File: config.mk
export PLATFORM = sky130hd
export DESIGN_NAME = device_id_response_parser_top_flat
export DESIGN_NICKNAME = d
export VERILOG_FILES = /design/src/design/didrp_pkg.sv /design/src/design/didrp_chan_if.sv /design/src/design/didrp_parser.sv /design/src/design/didrp_out_queue.sv /design/src/design/device_id_response_parser_top.sv /design/src/flat_wrapper.sv
export SDC_FILE = /design/constraint.sdc
export NUM_CORES = 1
export LEC_CHECK = 0
export ABC_CLOCK_PERIOD_IN_PS = 8600
export BUFFER_PORTS_ARGS = -buffer_cell sky130_fd_sc_hd__buf_2
export CAP_MARGIN = 20
export CORE_MARGIN = 5
export CORE_UTILIZATION = 27
export DETAILED_ROUTE_END_ITERATION = 8
export PLACE_DENSITY_LB_ADDON = 0.3
export SETUP_SLACK_MARGIN = 0.4
export SYNTH_ARGS = -nofsm -noshare
export SYNTH_HDL_FRONTEND = slang
export SYNTH_HIERARCHICAL = 1
export SYNTH_SLANG_ARGS = --single-unit
File: constraint.sdc
create_clock -name clk -period 8.6 [get_ports clk]
set_input_delay 0 -clock clk [delete_from_list [all_inputs] [get_ports clk]]
set_output_delay 0 -clock clk [all_outputs]
set_load 0.01 [all_outputs]
File: src/design/didrp_pkg.sv
`default_nettype none

package didrp_pkg;

  // Frame layout
  localparam logic [3:0] POS_FUNC    = 4'd7;
  localparam logic [3:0] POS_TYPE    = 4'd8;
  localparam logic [3:0] POS_COUNT   = 4'd13;
  localparam logic [3:0] ENTRY_START = 4'd14;
  // Exception needs at least 9 bytes, i.e. byte index 8 reached
  localparam logic [3:0] MIN_EXC_POS = 4'd8;

  localparam logic [7:0] FC_DEVID  = 8'h2B;
  localparam logic [7:0] MEI_DEVID = 8'h0E;
  localparam logic [7:0] EXC_MASK  = 8'h80;

  typedef enum logic [2:0] {
    KIND_VALUE     = 3'd0,
    KIND_OBJECT    = 3'd1,
    KIND_DONE      = 3'd2,
    KIND_NONE      = 3'd3,
    KIND_EXC       = 3'd4,
    KIND_MALFORMED = 3'd5
  } kind_t;

  typedef enum logic [2:0] {
    PH_ID  = 3'b001,
    PH_LEN = 3'b010,
    PH_VAL = 3'b100
  } phase_t;

  typedef struct packed {
    kind_t      kind;
    logic [7:0] object_id;
    logic [7:0] object_length;
    logic [7:0] data_byte;
    logic [7:0] object_count;
    logic [7:0] exc_reason;
  } res_t;

  // Up to three results per byte, always in this order: value, object, final.
  // mask[0] = value, mask[1] = object complete, mask[2] = final.
  typedef struct packed {
    logic [2:0] mask;
    res_t       val;
    res_t       obj;
    res_t       fin;
  } bundle_t;

endpackage

`default_nettype wire

File: src/design/didrp_chan_if.sv
`default_nettype none

interface didrp_in_if;
  logic       valid;
  logic       ready;
  logic [7:0] response_byte;
  logic       end_of_response;

  modport source (output valid, output response_byte, output end_of_response, input ready);
  modport sink   (input valid, input response_byte, input end_of_response, output ready);
endinterface

interface didrp_out_if;
  logic       valid;
  logic       ready;
  logic [2:0] result_kind;
  logic [7:0] object_id;
  logic [7:0] object_length;
  logic [7:0] data_byte;
  logic [7:0] object_count;
  logic [7:0] exc_reason;
  logic       last_of_run;

  modport source (output valid, output result_kind, output object_id, output object_length,
                  output data_byte, output object_count, output exc_reason,
                  output last_of_run, input ready);
  modport sink   (input valid, input result_kind, input object_id, input object_length,
                  input data_byte, input object_count, input exc_reason,
                  input last_of_run, output ready);
endinterface

`default_nettype wire

File: src/design/didrp_parser.sv
`default_nettype none

module didrp_parser (
  input  wire logic               clk,
  input  wire logic               rst_n,
  input  wire logic               acc,
  input  wire logic [7:0]         rx_byte,
  input  wire logic               rx_eor,
  output didrp_pkg::bundle_t      bundle
);

  logic [3:0]         pos_r,      pos_nxt;
  logic [7:0]         fn_r,       fn_nxt;
  logic [7:0]         ty_r,       ty_nxt;
  didrp_pkg::phase_t  phase_r,    phase_nxt;
  logic [7:0]         left_r,     left_nxt;
  logic [7:0]         id_r,       id_nxt;
  logic [7:0]         len_r,      len_nxt;
  logic [7:0]         vleft_r,    vleft_nxt;
  logic [7:0]         complete_r, complete_nxt;

  logic hdr_ok;
  logic val_hit;
  logic obj_hit;

  assign hdr_ok = (fn_r == didrp_pkg::FC_DEVID) && (ty_r == didrp_pkg::MEI_DEVID);

  always_comb begin
    pos_nxt      = pos_r;
    fn_nxt       = fn_r;
    ty_nxt       = ty_r;
    phase_nxt    = phase_r;
    left_nxt     = left_r;
    id_nxt       = id_r;
    len_nxt      = len_r;
    vleft_nxt    = vleft_r;
    complete_nxt = complete_r;
    val_hit      = 1'b0;
    obj_hit      = 1'b0;

    if (pos_r == didrp_pkg::POS_FUNC) begin
      fn_nxt = rx_byte;
    end else if (pos_r == didrp_pkg::POS_TYPE) begin
      ty_nxt = rx_byte;
    end else if (pos_r == didrp_pkg::POS_COUNT) begin
      left_nxt  = rx_byte;
      phase_nxt = didrp_pkg::PH_ID;
    end else if (pos_r >= didrp_pkg::ENTRY_START && hdr_ok) begin
      case (phase_r)
        didrp_pkg::PH_ID: begin
          if (left_r != 8'd0) begin
            id_nxt    = rx_byte;
            phase_nxt = didrp_pkg::PH_LEN;
          end
        end
        didrp_pkg::PH_LEN: begin
          len_nxt   = rx_byte;
          vleft_nxt = rx_byte;
          if (rx_byte == 8'd0) begin
            obj_hit = 1'b1;
          end else begin
            phase_nxt = didrp_pkg::PH_VAL;
          end
        end
        didrp_pkg::PH_VAL: begin
          val_hit   = 1'b1;
          vleft_nxt = vleft_r - 8'd1;
          if (vleft_nxt == 8'd0) begin
            obj_hit = 1'b1;
          end
        end
        default: ;
      endcase
    end

    if (obj_hit) begin
      complete_nxt = complete_r + 8'd1;
      left_nxt     = left_r - 8'd1;
      phase_nxt    = didrp_pkg::PH_ID;
    end

    if (pos_r < didrp_pkg::ENTRY_START) begin
      pos_nxt = pos_r + 4'd1;
    end

    // result payloads, taken before the end-of-frame clear below
    bundle.mask = {rx_eor, obj_hit, val_hit};

    bundle.val                = '0;
    bundle.val.kind           = didrp_pkg::KIND_VALUE;
    bundle.val.object_id      = id_r;
    bundle.val.object_length  = len_r;
    bundle.val.data_byte      = rx_byte;

    bundle.obj                = '0;
    bundle.obj.kind           = didrp_pkg::KIND_OBJECT;
    bundle.obj.object_id      = id_nxt;
    bundle.obj.object_length  = len_nxt;

    bundle.fin = '0;
    if (pos_r >= didrp_pkg::MIN_EXC_POS && (fn_nxt & didrp_pkg::EXC_MASK) != 8'd0) begin
      bundle.fin.kind       = didrp_pkg::KIND_EXC;
      bundle.fin.exc_reason = ty_nxt;
    end else if (pos_r < didrp_pkg::POS_COUNT || fn_nxt != didrp_pkg::FC_DEVID ||
                 ty_nxt != didrp_pkg::MEI_DEVID) begin
      bundle.fin.kind = didrp_pkg::KIND_MALFORMED;
    end else if (complete_nxt == 8'd0) begin
      bundle.fin.kind = didrp_pkg::KIND_NONE;
    end else begin
      bundle.fin.kind         = didrp_pkg::KIND_DONE;
      bundle.fin.object_count = complete_nxt;
    end

    // end of frame: back to the reset state for the next response
    if (rx_eor) begin
      pos_nxt      = 4'd0;
      fn_nxt       = 8'd0;
      ty_nxt       = 8'd0;
      phase_nxt    = didrp_pkg::PH_ID;
      left_nxt     = 8'd0;
      id_nxt       = 8'd0;
      len_nxt      = 8'd0;
      vleft_nxt    = 8'd0;
      complete_nxt = 8'd0;
    end
  end

  always_ff @(posedge clk) begin
    if (!rst_n) begin
      pos_r      <= 4'd0;
      fn_r       <= 8'd0;
      ty_r       <= 8'd0;
      phase_r    <= didrp_pkg::PH_ID;
      left_r     <= 8'd0;
      id_r       <= 8'd0;
      len_r      <= 8'd0;
      vleft_r    <= 8'd0;
      complete_r <= 8'd0;
    end else if (acc) begin
      pos_r      <= pos_nxt;
      fn_r       <= fn_nxt;
      ty_r       <= ty_nxt;
      phase_r    <= phase_nxt;
      left_r     <= left_nxt;
      id_r       <= id_nxt;
      len_r      <= len_nxt;
      vleft_r    <= vleft_nxt;
      complete_r <= complete_nxt;
    end
  end

`ifndef NO_ASSERTIONS
  a_pos_sat: assert property (@(posedge clk) disable iff (!rst_n)
    pos_r <= didrp_pkg::ENTRY_START)
    else $error("byte position past saturation");

  a_eor_clears: assert property (@(posedge clk) disable iff (!rst_n)
    acc && rx_eor |=> pos_r == 4'd0 && complete_r == 8'd0)
    else $error("frame state not cleared after end of response");

  a_obj_counts: assert property (@(posedge clk) disable iff (!rst_n)
    acc && bundle.mask[1] && !rx_eor |=> complete_r == $past(complete_r) + 8'd1)
    else $error("object complete without count update");
`endif

endmodule

`default_nettype wire

File: src/design/didrp_out_queue.sv
`default_nettype none

module didrp_out_queue (
  input  wire logic               clk,
  input  wire logic               rst_n,
  input  wire logic               acc,
  input  wire didrp_pkg::bundle_t bundle,
  output logic                    load_ok,
  output logic                    out_valid,
  input  wire logic               out_ready,
  output didrp_pkg::res_t         out_res,
  output logic                    out_last
);

  logic [2:0]       mask_r;
  didrp_pkg::res_t  val_r;
  didrp_pkg::res_t  obj_r;
  didrp_pkg::res_t  fin_r;
  logic [2:0]       first;
  logic [2:0]       rest;
  logic             take;

  // oldest pending result is the lowest set bit
  assign first = mask_r[0] ? 3'b001 :
                 mask_r[1] ? 3'b010 :
                 mask_r[2] ? 3'b100 : 3'b000;
  assign rest  = mask_r & ~first;

  assign out_valid = |mask_r;
  assign out_last  = (rest == 3'b000);
  assign take      = out_valid && out_ready;
  assign load_ok   = !out_valid || (take && out_last);

  always_comb begin
    case (first)
      3'b001:  out_res = val_r;
      3'b010:  out_res = obj_r;
      default: out_res = fin_r;
    endcase
  end

  always_ff @(posedge clk) begin
    if (!rst_n) begin
      mask_r <= 3'b000;
    end else if (acc) begin
      mask_r <= bundle.mask;
    end else if (take) begin
      mask_r <= rest;
    end
  end

  always_ff @(posedge clk) begin
    if (acc) begin
      val_r <= bundle.val;
      obj_r <= bundle.obj;
      fin_r <= bundle.fin;
    end
  end

`ifndef NO_ASSERTIONS
  a_hold: assert property (@(posedge clk) disable iff (!rst_n)
    out_valid && !out_ready |=> $stable(mask_r))
    else $error("pending results changed while stalled");

  a_last_drains: assert property (@(posedge clk) disable iff (!rst_n)
    take && out_last && !acc |=> !out_valid)
    else $error("results remain after last of run");

  a_no_overrun: assert property (@(posedge clk) disable iff (!rst_n)
    $countones(mask_r) > 1 |-> !load_ok)
    else $error("new request taken over pending results");
`endif

endmodule

`default_nettype wire

File: src/design/device_id_response_parser_top.sv
`default_nettype none

// Channel  Dir  Handshake     Payload
// in_ch    in   valid/ready   response_byte[7:0], end_of_response
// out_ch   out  valid/ready   result_kind[2:0], object_id, object_length, data_byte,
//                             object_count, exc_reason, last_of_run
//
// One request per cycle while in_ch.ready is high; each yields 0..3 results, held
// in a result register and drained one per cycle while out_ch.ready is high.
// in_ch.ready is high when no result is pending, or the last pending one leaves now.
// A stall on out_ch holds the pending results and backs up in_ch; nothing is lost.
// Reset (rst_n low, synchronous) returns the parser to frame start and drops
// pending results. end_of_response also returns the parser to frame start.

module device_id_response_parser_top (
  input  wire logic  clk,
  input  wire logic  rst_n,
  didrp_in_if.sink   in_ch,
  didrp_out_if.source out_ch
);

  didrp_pkg::bundle_t bundle;
  didrp_pkg::res_t    out_res;
  logic               load_ok;
  logic               acc;

  // request accepted: parser state advances, results land in the queue
  assign acc         = in_ch.valid && load_ok;
  assign in_ch.ready = load_ok;

  // per-byte parse: header capture, entry walk, end-of-frame verdict
  didrp_parser u_parser (
    .clk     (clk),
    .rst_n   (rst_n),
    .acc     (acc),
    .rx_byte (in_ch.response_byte),
    .rx_eor  (in_ch.end_of_response),
    .bundle  (bundle)
  );

  // result register: serializes value / object / final results in order
  didrp_out_queue u_queue (
    .clk       (clk),
    .rst_n     (rst_n),
    .acc       (acc),
    .bundle    (bundle),
    .load_ok   (load_ok),
    .out_valid (out_ch.valid),
    .out_ready (out_ch.ready),
    .out_res   (out_res),
    .out_last  (out_ch.last_of_run)
  );

  assign out_ch.result_kind    = out_res.kind;
  assign out_ch.object_id      = out_res.object_id;
  assign out_ch.object_length  = out_res.object_length;
  assign out_ch.data_byte      = out_res.data_byte;
  assign out_ch.object_count   = out_res.object_count;
  assign out_ch.exc_reason     = out_res.exc_reason;

endmodule

`default_nettype wire
File: src/flat_wrapper.sv
// flat-port wrapper written by rule: the top's interface ports become plain ports
module device_id_response_parser_top_flat 
  (clk, rst_n, in_ch_valid, in_ch_response_byte, in_ch_end_of_response, in_ch_ready, out_ch_valid, out_ch_result_kind, out_ch_object_id, out_ch_object_length, out_ch_data_byte, out_ch_object_count, out_ch_exc_reason, out_ch_last_of_run, out_ch_ready);
  didrp_in_if in_ch_i ();
  didrp_out_if out_ch_i ();
  input  wire logic clk;
  input  wire logic rst_n;
  input wire logic [$bits(in_ch_i.valid)-1:0] in_ch_valid;
  input wire logic [$bits(in_ch_i.response_byte)-1:0] in_ch_response_byte;
  input wire logic [$bits(in_ch_i.end_of_response)-1:0] in_ch_end_of_response;
  output wire logic [$bits(in_ch_i.ready)-1:0] in_ch_ready;
  output wire logic [$bits(out_ch_i.valid)-1:0] out_ch_valid;
  output wire logic [$bits(out_ch_i.result_kind)-1:0] out_ch_result_kind;
  output wire logic [$bits(out_ch_i.object_id)-1:0] out_ch_object_id;
  output wire logic [$bits(out_ch_i.object_length)-1:0] out_ch_object_length;
  output wire logic [$bits(out_ch_i.data_byte)-1:0] out_ch_data_byte;
  output wire logic [$bits(out_ch_i.object_count)-1:0] out_ch_object_count;
  output wire logic [$bits(out_ch_i.exc_reason)-1:0] out_ch_exc_reason;
  output wire logic [$bits(out_ch_i.last_of_run)-1:0] out_ch_last_of_run;
  input wire logic [$bits(out_ch_i.ready)-1:0] out_ch_ready;
  assign in_ch_i.valid = in_ch_valid;
  assign in_ch_i.response_byte = in_ch_response_byte;
  assign in_ch_i.end_of_response = in_ch_end_of_response;
  assign in_ch_ready = in_ch_i.ready;
  assign out_ch_valid = out_ch_i.valid;
  assign out_ch_result_kind = out_ch_i.result_kind;
  assign out_ch_object_id = out_ch_i.object_id;
  assign out_ch_object_length = out_ch_i.object_length;
  assign out_ch_data_byte = out_ch_i.data_byte;
  assign out_ch_object_count = out_ch_i.object_count;
  assign out_ch_exc_reason = out_ch_i.exc_reason;
  assign out_ch_last_of_run = out_ch_i.last_of_run;
  assign out_ch_i.ready = out_ch_ready;
  device_id_response_parser_top u_core (.clk(clk), .rst_n(rst_n), .in_ch(in_ch_i), .out_ch(out_ch_i));
endmodule
# Word level (Yosys, flattened, before mapping)
# Index checks and enable logic that the tools add are counted.
# word_totals
register_bits	125
inputBits	13
output_inout_bits	46
wordCells	139
# op_classes
n_addsub	4
magnitude_cmp	4
n_eq_ne	19
mux	62
bitwise_logic	2
reduce_logical	29
# op_table
op	n
$mux 8	30
$pmux 43 s2	1
$mux 3	13
$logic_not 8->1	3
$pmux 8 s2	1
$sub 8x1->8 const B	2
$mux 1	13
$ne 5x5->1 const B	2
$add 8x1->8 const B	1
$eq 4x4->1 const B	2
$eq 8x4->1 const B	1
$eq 8x6->1 const B	1
$ge 4x4->1 const B	2
$lt 4x4->1 const B	2
$mux 4	2
$ne 8x4->1 const B	1
$ne 8x6->1 const B	1
$reduce_bool 8->1	1
$reduce_and 7->1	1
$eq 3x1->1 const B	2
$eq 3x2->1 const B	2
$logic_and 1x1->1	6
$ne 2x2->1 const B	3
$ne 3x3->1 const B	2
19 further kinds	25

# Logic depth before layout (Yosys ltp)
# Gate-level depths: netlist (run 1).
# depth
ltp_word	12
ltp_mapped	14
ltp_nobuf	10

# Hierarchy
# The synthesis (run 1) kept the hierarchy.
# modules_own_cells
mod	instances	cells_each	area_each_um2	seq_area_each_um2
didrp_out_queue	1	294	4948.5	3933.8
didrp_parser	1	578	4647.0	1261.2
device_id_response_parser_top	1	1	6.3	0.0

# Worst setup path before layout (run 1)
# OpenSTA, ideal clock, no wires.
# synth_path
kind	reg-to-reg
from	register u_core.u_queue.mask_r[1]
to	register u_core.u_parser.left_r[2]
setup_time_ps	76
t_arrival_ps	6434
required_ps	8524
setup_slack_ps	2090
path_stages_with_launch	12
path_buffers	2
period_less_slack_ps	6510
cell_sequence	dfxtp_1 -> buf_6 -> buf_8 -> maj3_2 -> o21ai_1 -> and2_1 -> clkinv_1 -> nor2_1 -> nand3_1 -> nor3_1 -> a21oi_1 -> o22ai_1
# synth_via
elab_chain_len	9
elab_cells_between_ends	12
classes_between	mux: 2; bitwise: 2; reduce/logical: 8
# synth_rtl
item	line_no	source
start, declared	didrp_out_queue.sv:15	logic [2:0] mask_r;
start signal, assigned	didrp_out_queue.sv:46	mask_r <= bundle.mask;
start signal, assigned	didrp_out_queue.sv:48	mask_r <= rest;
$mux 3	didrp_out_queue.sv:25	mask_r[1] ? 3'b010 :
$mux 3	didrp_out_queue.sv:24	assign first = mask_r[0] ? 3'b001 :
$not 3->3	didrp_out_queue.sv:27	assign rest = mask_r & ~first;
$and 3x3->3	didrp_out_queue.sv:27	
$logic_not 3->1	didrp_out_queue.sv:30	assign out_last = (rest == 3'b000);
$logic_and 1x1->1	didrp_out_queue.sv:32	assign load_ok = !out_valid || (take && out_last);
$logic_or 1x1->1 *	didrp_out_queue.sv:32	
net in_ch_ready	flat_wrapper.sv:11	output wire logic [$bits(in_ch_i.ready)-1:0] in_ch_ready;
$logic_and 1x1->1 *	device_id_response_parser_top.sv:28	assign acc = in_ch.valid && load_ok;
net u_core.acc	device_id_response_parser_top.sv:25	logic acc;
$reduce_and 4->1 (no line) *	--	
end signal, assigned	didrp_parser.sv:144	left_r <= left_nxt;
end, declared	didrp_parser.sv:16	logic [7:0] left_r, left_nxt;
# Mark *: on every way through the listed nets, which the timed path passes. The rest lies on a longest branch.
# A chain may end at the register's enable or synchronous reset.

# Worst setup path after layout (run 1)
# layout_path
from	register u_core.u_queue.mask_r[1]
to	register u_core.u_parser.ty_r[7]
# layout_via
elab_chain_len	8
elab_cells_between_ends	11
classes_between	mux: 2; bitwise: 2; reduce/logical: 7
# layout_rtl
item	line_no	source
$mux 3	didrp_out_queue.sv:25	
$mux 3	didrp_out_queue.sv:24	
$not 3->3	didrp_out_queue.sv:27	
$and 3x3->3	didrp_out_queue.sv:27	
$logic_not 3->1	didrp_out_queue.sv:30	
$logic_and 1x1->1	didrp_out_queue.sv:32	
$logic_or 1x1->1 *	didrp_out_queue.sv:32	
$logic_and 1x1->1 *	device_id_response_parser_top.sv:28	
net u_core.acc	device_id_response_parser_top.sv:25	
end signal, assigned	didrp_parser.sv:142	ty_r <= ty_nxt;
end, declared	didrp_parser.sv:14	logic [7:0] ty_r, ty_nxt;
# Marks and branches as above.

==> results of run 1 <==
power groups by stage:
stage	logic (uW)	registers, uW	clock network, uW
2_1_floorplan	82.8	1070	0
6_report	95.5	1040	810
5_1_grt	107	1050	879
3_5_place_dp	95.0	1060	0
4_1_cts	97.6	1040	839
3_3_place_gp	95.0	1060	0
cell usage after synthesis, types with 3 or more instances:
library cell,count
a32oi_1,33
buf_4,85
mux2i_1,46
nand3_1,11
or4_1,3
nor2_1,36
buf_2,7
a31oi_1,3
o21a_1,11
o22ai_1,5
nand2_1,91
and2_1,3
nor4_1,5
or3_1,6
a22oi_1,4
buf_6,5
ha_1,9
dfxtp_1,66
a21boi_0,9
xnor2_1,9
o21ai_1,19
clkbuf_1,39
and3_1,4
inv_1,15
nand4_1,6
edfxtp_1,129
nor2b_1,40
nand2b_1,4
nor3_1,17
mux2_2,16
a21oi_1,29
o21ai_0,50
a21o_1,3
cells in the final DEF, fill, tap and decap left out, types with 5 or more instances in the layout:
master,n
edfxtp_1,129
nor4_1,5
nor2b_1,40
o21ai_0,50
nand4_1,6
mux2i_1,46
inv_1,15
o21a_1,11
nand3_1,11
nand2_1,91
ha_1,9
o22ai_1,5
xnor2_1,9
o21ai_1,19
mux2_2,16
a21boi_0,9
clkbuf_16,17
conb_1,70
nor2_1,36
dfxtp_1,64
a32oi_1,33
nor3_1,17
buf_4,5
dlygate4sd3_1,7
buf_2,58
or3_1,6
a21oi_1,29
cells by family (layout without fill, tap and decap cells):
family,Yosys count,after routing,share of synthesized area
buffers and inverters,156,120,0.100
other,2,70,0.000782
adder cells (fa/ha/maj),10,10,0.0129
multiplexers,63,63,0.0679
flip-flops,195,195,0.541
AO/OA/AOI/OAI,182,182,0.122
AND/OR/NAND/NOR,253,253,0.143
XOR/XNOR,12,12,0.0117
critical path, cell delays in order, from the launching register on:
cell,delay [ns]
dfxtp_2,0.31
buf_4,0.37
or3b_1,0.47
o21ai_1,0.11
and2_4,0.57
buf_4,0.81
buf_4,0.71
o21ai_1,0.40
a32oi_1,0.27
nor2b_1,0.06
worst max-delay path by stage:
stage | from | end | cells after the start
6_report | u_core/u_queue/mask_r[1] | u_core/u_parser/ty_r[7] | 9
5_1_grt | u_core/u_queue/mask_r[1] | u_core/u_parser/ty_r[7] | 9
4_1_cts | u_core/u_queue/mask_r[1] | u_core/u_parser/fn_r[4] | 9
3_5_place_dp | u_core/u_queue/mask_r[1] | u_core/u_parser/fn_r[4] | 9
3_3_place_gp | u_core/u_queue/mask_r[1] | u_core/u_parser/ty_r[6] | 9
2_1_floorplan | u_core/u_queue/mask_r[1] | u_core/u_parser/left_r[2] | 11
cell type report:
cell class | instances | area [um^2]
clock inverters | 15 | 191
multi-input cells | 590 | 3700
flip-flops and latches | 195 | 5200
inverters | 18 | 67.6
fillers | 3596 | 24800
repair buffers | 70 | 398
well taps | 461 | 577
clock buffers | 17 | 425
per-stage QoR:
stage                util  setup slack (ns)  instances
floorplan               -              2.09        941
global placement    0.280              4.27       1327
detailed placement  0.280              4.21       1327
CTS                 0.299              4.20       1365
global route        0.299              3.91       1366
finish              0.299              4.27       1366
layer usage:
layer | vias up | routed length (um)
met5 | - | 0
met4 | 0 | 203
met3 | 12 | 684
met2 | 114 | 10000
met1 | 2989 | 9660
li1 | 3042 | -
==> summary.md, run 1 <==
| Metric | Value |
|---|---|
| First-pass GRT wire length | between 30 and 40 mm |
| Ys Warns | 6 |
| GP Congestion | 0.776 |
| Reg2Reg Setup Slack | roughly 4.3 ns |
| Synth area leaders | edfxtp_1 40%, dfxtp_1 14%, buf_4 6.6%, mux2i_1 4.8%, nand2_1 3.6% |
| Post-Route WL | 20.5 mm |
| Total chip power | 1950 uW |
| Pins Over Slew Limit | 0 |
| Vias in the first global route | roughly 6000 |
| Hold EP | u_core/u_queue/val_r[17] |
| DRC viols | 0 |
| Switching Power | 487 uW |
| Net Sw Frac | 0.250 |
| Worst Path Required | 8.93 ns |
| Total Nets Final | roughly 900 |
| Antenna Nets Post-Route | 0 |
| Yosys cell types | 78 |
| Dpl cell area | 9870 um^2 |
| Wire length per cell | roughly 15 um |
| Worst Hold Class | input port to register |
| Worst Clk Skew | 0.0178 ns |
| GR Util met3 | 0.0203 |
| Max-cap check violation count | 0 |
| Leak pwr | 0.00354 uW |
| Post-synth top area share | 0.403 |
| Initial antenna violation count | 0 |
| Crit path DAT | 4.66 ns |
| Yosys reg bits | 195 |
| Final instance area | 10600 um^2 |
| Syn avg cell area | 11.0 um^2 |
| Clock latency on the worst-skew pair | 0.44 ns |
| Setup_tns | 0 ns |
| R2R Path Start | u_core/u_queue/mask_r[1] |
| Core area | 35300 um^2 |
| Worst hold slack | ~0.032 ns |
| Crit path kind | register to register |
| Die Area | 39400 um^2 |
| Fraction of registers with async set/reset | 0 |
| Diode count | 0 |
| DRT iter0 DRCs | 414 |
| Post-synth EDFFs | 129 |
| Mapped Cells | 873 |
| TritonCTS buffer count | 17 |
| Clk slew on worst S/H paths | 0.08 ns |
| Layout cells sized above 1 | 0.154 |
| Setup-failing EPs final | 0 |
| Total GRT Usage | 0.106 |
| Worst setup EP type | register |
| Initial Util | 0.272 |
| Post-synth design cell area | 9600 um^2 |
| Hold wc startpoint | in_ch_response_byte[1] |
| Hold Crit Depth | 1 |
| Die Y | 199 um |
| Clock network fraction of design power | 0.416 |
| CTS Root Cell | clkbuf_16 |
| GRT overflow | 0 |
| Worst Tran Pin Value | 0.959 ns |
| Die outline width | just under 200 um |
| Largest net degree at the start of global routing | 76 |
| Setup Fix Bufs, Post-CTS | 0 |
| Routing usage on met1 | 0.139 |
| Hold Fails Final Rpt | 0 |
| CTS Hold Buffers Added | 6 |
| Clock sinks | 195 |
| Maximum buffer depth of the clock tree | 2 |
| Row cnt | 69 |
| Top Ports | 59 |
| Part of the power in registers | 0.535 |
| RSZ-0062 raised after global routing | false |
| CTS tree | yes |
| Power Internal | between 1000 and 1500 uW |
| Crit share post-route | 0.503 |
| Vias | 6157 |
| Crit-path max FO | 75 |
| Top flop regs | u_core/u_queue/fin_r x43, u_core/u_queue/obj_r x43, u_core/u_queue/val_r x43 |
| Logic gate share of total power | 0.049 |
| Area leader, netlist | edfxtp_1 |
| VDD IR max | 113 uV |
| Met2 Usage GRT | 0.175 |
| Status | finished clean |
| P per Cell Area | around 180 nW/um^2 |
| HPWL after DPL | 12.8 mm |
| DR vias/cell | between 4 and 5 |
| Reg2Reg Depth | 9 |
| H-tree depth | 4 |
| Sequential share of the synthesized area | 0.541 |
| GRT busiest layer | met2 |
| Maximum operating frequency | 231 MHz |
| Rel. slew slack | 0.361 |
| Tmin final | 4.33 ns |
| Post-CTS sizing | 0 |
| Area Overhead vs Synth | 9.97% |
| DRT Pass-1 Iters | 5 |
| Startpoint Class | register |
| IO buf count | 58 |
| Worst reg2reg endpoint | u_core/u_parser/ty_r[7] |
| Ys flop type | edfxtp_1 |
Note: power is estimated with default switching activity, not from simulation.
==> run 2, diff against run 1 <==
ABC_AREA = 1   (was unset)
ABC_CLOCK_PERIOD_IN_PS = 4400   (was 8600)
clock period = 4.4 ns   (was 8.6 ns; I/O delays follow)
==> run 2 against run 1 <==
  * Cell count rose by 10%
  * Worst hold slack improved by 0.073 ns
  * Die area fell by 2.2%
  * Combinational power rose to 5.8 times the previous value
  * Critical path type unchanged
==> summary.md, run 2 <==
| Metric | Value |
|---|---|
| Count leader, synth | nand2_1 |
| Setup_tns | 0 ns (unchanged) |
| GRT overflow | 0 (unchanged) |
| GP Congestion | 0.815 (+5.0%) |
| IO buf count | 58 (unchanged) |
| Clk slew on worst S/H paths | 0.08 ns (about the same) |
| Initial Util | 0.272 (about the same) |
| Crit path kind | register to register |
| First-pass GRT wire length | 35.3 mm (+6.7%) |
| Total Nets Final | 1062 (+16%) |
| Post-synth top area share | 0.413 (+0.00964) |
| Post-synth top cells | 233 x nand2_1, 129 x edfxtp_1, 86 x buf_4 |
| Layout cells sized above 1 | 0.130 (-0.0235) |
| Clock latency on the worst-skew pair | 0.44 ns (about the same) |
| Core area | 34500 um^2 (-2.4%) |
| Crit path DAT | 3.49 ns (-1.17 ns) |
| DRC viols | 0 (unchanged) |
| CTS Root Cell | clkbuf_16 |
| Wire length per cell | 14.6 um (-3.0%) |
| Maximum operating frequency | 316 MHz (+37%) |
| Vias in the first global route | 6357 (+6.4%) |
| Area leader, netlist | edfxtp_1 |
| CTS Hold Buffers Added | 11 (+5) |
| Crit-path max FO | 102 (+36%) |
| RSZ-0062 raised after global routing | false |
| Post-synth EDFFs | 129 (unchanged) |
| Pins Over Slew Limit | 0 (unchanged) |
| H-tree depth | 4 (unchanged) |
| Initial antenna violation count | 0 (unchanged) |
| Rel. slew slack | 0.300 (-0.0612) |
| CTS tree | yes |
| Leak pwr | 0.00411 uW (+16%) |
| Setup-failing EPs final | 0 (unchanged) |
| Hold Fails Final Rpt | 0 (unchanged) |
| Crit share post-route | 0.720 (+0.216) |
| Die outline width | 196 um (-1.1%) |
| P per Cell Area | 408 nW/um^2 (+120%) |
| Tmin final | 3.17 ns (-1.16 ns) |
| VDD IR max | 253 uV (+120%) |
| Total GRT Usage | 0.116 (+0.0103) |
| Worst Path Required | 4.73 ns (-4.20 ns) |
| Largest net degree at the start of global routing | 103 (+36%) |
| Clock sinks | 195 (unchanged) |
| Final setup margin | 1.23 ns (-3.04 ns) |
| Commonest cells after routing, fill and taps aside | 233 x nand2_1, 129 x edfxtp_1, 79 x nand3_1, 73 x inv_1, 70 x conb_1 |
| HPWL after DPL | 14.5 mm (+14%) |
| Worst Hold Class | input port to register |
| Ys flop type | edfxtp_1 |
| Most common cell after layout, fill and taps aside | nand2_1 |
| Area Overhead vs Synth | 11.4% |
| Antenna Nets Post-Route | 0 (unchanged) |
| Worst setup EP type | register |
| DR vias/cell | 4.36 (-3.2%) |
| DRT iter0 DRCs | 428 (+3.4%) |
| Syn avg cell area | 9.42 um^2 (-14%) |
| Worst Clk Skew | 0.00999 ns (-0.00780 ns) |
| Post-Route WL | 22.0 mm (+7.1%) |
| Yosys cell types | 44 (-44%) |
| Die Y | 196 um (-1.1%) |
| Vias | 6578 (+6.8%) |
| CP startpoint | u_core/u_queue/mask_r[0] |
| Die Area | 38600 um^2 (-2.2%) |
| Fraction of registers with async set/reset | 0 (unchanged) |
| Top flop regs | u_core/u_queue/fin_r x43, u_core/u_queue/obj_r x43, u_core/u_queue/val_r x43 |
| Mapped Cells | 996 (+14%) |
| Top Ports | 59 (unchanged) |
| Max-cap check violation count | 0 (unchanged) |
| Row cnt | 68 (-1.4%) |
| Startpoint Class | register |
| Maximum buffer depth of the clock tree | 2 (unchanged) |
| Synth area leaders | edfxtp_1 41%, dfxtp_1 14%, nand2_1 9.3%, buf_4 6.9%, nand3_1 4.2% |
| Post-synth design cell area | 9380 um^2 (-2.3%) |
| R2R Path Start | u_core/u_queue/mask_r[0] |
| Reg2Reg Setup Slack | 1.23 ns (-3.04 ns) |
| Sequential share of the synthesized area | 0.554 (+0.0129) |
| Post-CTS sizing | 0 (unchanged) |
| Ys Warns | 6 (unchanged) |
| Yosys reg bits | 195 (unchanged) |
| Status | finished clean |
| DRT Pass-1 Iters | 5 (unchanged) |
| Setup Fix Bufs, Post-CTS | 0 (unchanged) |
| Diode count | 0 (unchanged) |
| Hold wc startpoint | in_ch_end_of_response |
| Worst Tran Pin Value | 1.05 ns (+0.0879 ns) |
| Dpl ws | 1.28 ns (-2.93 ns) |
| TritonCTS buffer count | 17 (unchanged) |
| Fillers | 3600 (+0.11%) |
-- run 2: changes by cell type in the layout (fill, tap and decap cells not counted), sizes merged, moves of 10 or more --
cell	previous run	this run
nand2	93	241
nor2	37	60
mux2i	46	0
mux2	17	0
o21a	11	0
inv	26	88
nor2b	40	0
a21oi	29	46
a22oi	4	49
o21ai	70	54
a21boi	11	1
a32oi	33	0
nand3	11	83
-- run 2: final timing paths --
check                        endpoint  cells after the start
max          u_core/u_queue/mask_r[2]                     10
min reg2reg  u_core/u_queue/val_r[28]                      0
max reg2reg  u_core/u_queue/mask_r[2]                     10
min           u_core/u_parser/ty_r[0]                      4
-- run 2: cell families after synthesis --
family | synth area share
xor+xnor | 0.00654
compound gates | 0.110
simple gates | 0.197
other cells | 0.000801
flops | 0.554
buf+inv | 0.120
fa+ha+maj | 0.0120
-- run 2: stage by stage --
stage	utilization	hold slack, ns	cell area [um^2]	total power [uW]	instances
after floorplan	-	0.121	9640	2590	1064
after global placement	0.283	0.307	9750	2740	1465
after detailed placement	0.283	0.302	9750	2750	1465
after CTS	0.303	0.101	10500	4320	1508
after global routing	0.303	0.124	10500	4470	1508
final	0.303	0.105	10500	4260	1508
-- run 2: per-layer routing --
metal / vias up / wire length [um] / GRT usage
li1: 3342 / - / -
met1: 3102 / 10500 / 0.157
met2: 120 / 10400 / 0.188
met3: 14 / 803 / 0.0217
met4: 0 / 291 / 0.0383
met5: - / 0 / 0
-- run 2: worst max-delay path: stages, from the launching register on --
cell           delay [ns]
dfxtp_2              0.35
nor2_8               0.59
o21ai_0              0.23
o21ai_1              0.22
nand2_1              0.12
clkinvlp_4           0.12
buf_12               0.43
inv_1                0.17
o21ai_0              0.21
a21oi_1              0.05
dlygate4sd3_1        0.55
-- run 2: power by group --
group          total, uW  leakage [uW]  switching, uW  internal [uW]
clock               1560      0.000289            754            811
combinational        552       0.00204            385            167
sequential          2150       0.00179           42.9           2100
total               4260       0.00411           1180           3080
-- run 2: layout make-up --
type	count	area [um^2]	share of cell area
sequential	195	5200	0.497
clock inverter	15	164	0.0157
multi-input combinational	669	3320	0.318
inverter	81	310	0.0297
timing repair buffer	76	465	0.0445
tap	455	569	0.0545
clock buffer	17	425	0.0407
==> run 3, diff against run 2 <==
ABC_AREA = 0   (was 1)
ABC_CLOCK_PERIOD_IN_PS = 3200   (was 4400)
clock period = 3.2 ns   (was 4.4 ns; I/O delays follow)
==> run 3 against run 2 <==
  * Global-route usage fell by 0.87 points
  * Cell count fell by 8.4%
  * Wire length fell by 3.7%
  * Clock power rose by 35%
  * Non-clock buffer count rose by 10
  * Critical endpoint is now u_core/u_queue/fin_r[40]
  * Largest cell class unchanged
==> summary.md, run 3 (synthesis results as in run 1) <==
| Metric | Value |
|---|---|
| GRT overflow | 0 (unchanged) |
| Worst Hold Class | input port to register |
| DRT iter0 DRCs | 404 (-5.6%) |
| VDD IR max | 364 uV (+44%) |
| Crit path depth | 9 (-1) |
| H-tree depth | 4 (unchanged) |
| Crit-path max FO | 10 (-90%) |
| Reg2Reg Depth | 9 (-1) |
| Critical path's top delay family | simple AND/OR/NAND/NOR gates |
| HPWL after DPL | 13.3 mm (-8.0%) |
| Post-Route WL | 21.2 mm (-3.7%) |
| Crit path kind | register to register |
| Commonest cells after routing, fill and taps aside | 129 x edfxtp_1, 90 x nand2_1, 70 x conb_1, 62 x dfxtp_1, 58 x buf_2 |
| Crit path buf inv count | 1 (-3) |
| Total Nets Final | 930 (-12%) |
| Maximum buffer depth of the clock tree | 2 (unchanged) |
| Worst setup path end | u_core/u_queue/fin_r[40] |
| Leak pwr | 0.00365 uW (-11%) |
| GP Congestion | 0.831 (+2.0%) |
| DR vias/cell | 4.45 (+2.1%) |
| Worst setup EP type | register |
| DRC viols | 0 (unchanged) |
| CTS tree | yes |
| Tmin final | 2.71 ns (-0.455 ns) |
| Top flop regs | u_core/u_queue/fin_r x43, u_core/u_queue/obj_r x43, u_core/u_queue/val_r x43 |
| CP startpoint | u_core/u_parser/pos_r[1] |
| Worst Clk Skew | 0.0212 ns (+0.0113 ns) |
| Die Y | 199 um (+1.1%) |
| Layout cells sized above 1 | 0.188 (+0.0577) |
| Clock sinks | 195 (unchanged) |
| First-pass GRT wire length | 33.2 mm (-5.9%) |
| Maximum operating frequency | 369 MHz (+17%) |
| Area Overhead vs Synth | 12.1% |
| RSZ-0062 raised after global routing | false |
| Total GRT Usage | 0.107 (-0.00875) |
| Clk slew on worst S/H paths | 0.07 ns (about the same) |
| Crit share post-route | 0.847 (+0.128) |
| Largest net degree at the start of global routing | 84 (-18%) |
| P per Cell Area | 482 nW/um^2 (+18%) |
| Clock latency on the worst-skew pair | 0.44 ns (about the same) |
| Diode count | 0 (unchanged) |
| Worst reg2reg endpoint | u_core/u_queue/fin_r[40] |
| Initial Util | 0.272 (about the same) |
| IO buf count | 58 (unchanged) |
| Crit path DAT | 2.90 ns (-0.59 ns) |
| Setup-failing EPs final | 0 (unchanged) |
| Max-cap check violation count | 0 (unchanged) |
| Crit-path cells | inv_1 > ha_1 > and3_2 > nor3_4 > nand4_4 > or4_4 > xor2_2 > a31o_4 > and2_4 |
| TritonCTS buffer count | 17 (unchanged) |
| Total chip power | 5190 uW (+22%) |
| Die outline width | 199 um (+1.1%) |
| Worst Path Required | 3.39 ns (-1.34 ns) |
| Antenna Nets Post-Route | 0 (unchanged) |
| Rel. slew slack | 0.399 (+0.0990) |
| Reg2Reg Setup Slack | 0.49 ns (-0.74 ns) |
| Critical path's largest stage delay | 0.57 ns (-0.02 ns) |
| Most common cell after layout, fill and taps aside | edfxtp_1 |
| Max stage delay cell, worst path | or4_4 |
| R2R Path Start | u_core/u_parser/pos_r[1] |
| Initial antenna violation count | 0 (unchanged) |
| Hold Fails Final Rpt | 0 (unchanged) |
| Vias | 6155 (-6.4%) |
| Top Ports | 59 (unchanged) |
| Core area | 35300 um^2 (+2.5%) |
| Startpoint Class | register |
| Die Area | 39400 um^2 (+2.3%) |
| Pins Over Slew Limit | 0 (unchanged) |
| CTS Root Cell | clkbuf_16 |
| Setup_tns | 0 ns (unchanged) |
| Status | finished clean |
| Worst Tran Pin Value | 0.895 ns (-0.152 ns) |
| Row cnt | 69 (+1.5%) |
| Wire length per cell | 15.3 um (+5.1%) |
| Vias in the first global route | 5939 (-6.6%) |
| DRT Pass-1 Iters | 5 (unchanged) |
==> run 3: changes by cell type in the layout (fill, tap and decap cells not counted), sizes merged, moves of 40 or more <==
cell / delta
inv: -65
nor2b: +40
nand2: -148
nand3: -72
mux2i: +46
a22oi: -45
==> run 3: area by class of cell <==
cell class	count	area [um^2]
Timing Repair Buffer	86	523
Fill cell	3631	24500
Clock buffer	22	497
Clock inverter	10	87.6
Multi-Input combinational cell	590	3800
Tap cell	461	577
Sequential cell	195	5200
Inverter	18	72.6
==> run 3: how the worst min path moves through the flow <==
stage / startpoint / slack (ns) / depth (start not counted) / to
final: in_ch_response_byte[1] / 0.02 / 1 / u_core/u_queue/val_r[17]
after global routing: in_ch_response_byte[1] / 0.007 / 1 / u_core/u_queue/val_r[17]
after CTS: in_ch_response_byte[5] / 0.007 / 2 / u_core/u_queue/val_r[21]
after detailed placement: out_ch_ready / 0.37 / 4 / u_core/u_queue/mask_r[0]
after floorplan: rst_n / 0.13 / 1 / u_core/u_queue/mask_r[0]
after global placement: out_ch_ready / 0.36 / 4 / u_core/u_queue/mask_r[0]
==> run 3: per-layer routing <==
layer | global-route usage | vias up | wire length [um]
li1 | - | 3075 | -
met1 | 0.142 | 2957 | 9980
met2 | 0.175 | 105 | 9970
met3 | 0.0203 | 18 | 828
met4 | 0.0382 | 0 | 410
met5 | 0 | - | 0
==> run 3: what timing repair did <==
item	4_1_cts	5_1_grt
hold buffers	4	0
endpoints found under the hold margin	12	0
endpoints found under the setup margin	1	1
pin swaps	0	0
gates resized for setup	2	5
setup buffers	0	2
==> run 3: stage by stage <==
stage               utilization  cells  setup WS [ns]  hold WS [ns]  instance area (um^2)
floorplan                     -    941         0.0680         0.128                  9970
CTS                       0.304   1380          0.447       0.00747                 10700
finish                    0.305   1382          0.489        0.0196                 10800
global route              0.305   1382          0.411       0.00680                 10800
detailed placement        0.286   1344          0.320         0.367                 10100
global placement          0.286   1344          0.353         0.356                 10100
==> run 3: power by group <==
group          leakage (uW)  switching [uW]  internal, uW
registers           0.00181            23.7          2780
logic               0.00155             195          82.4
clock network      0.000291             981          1130
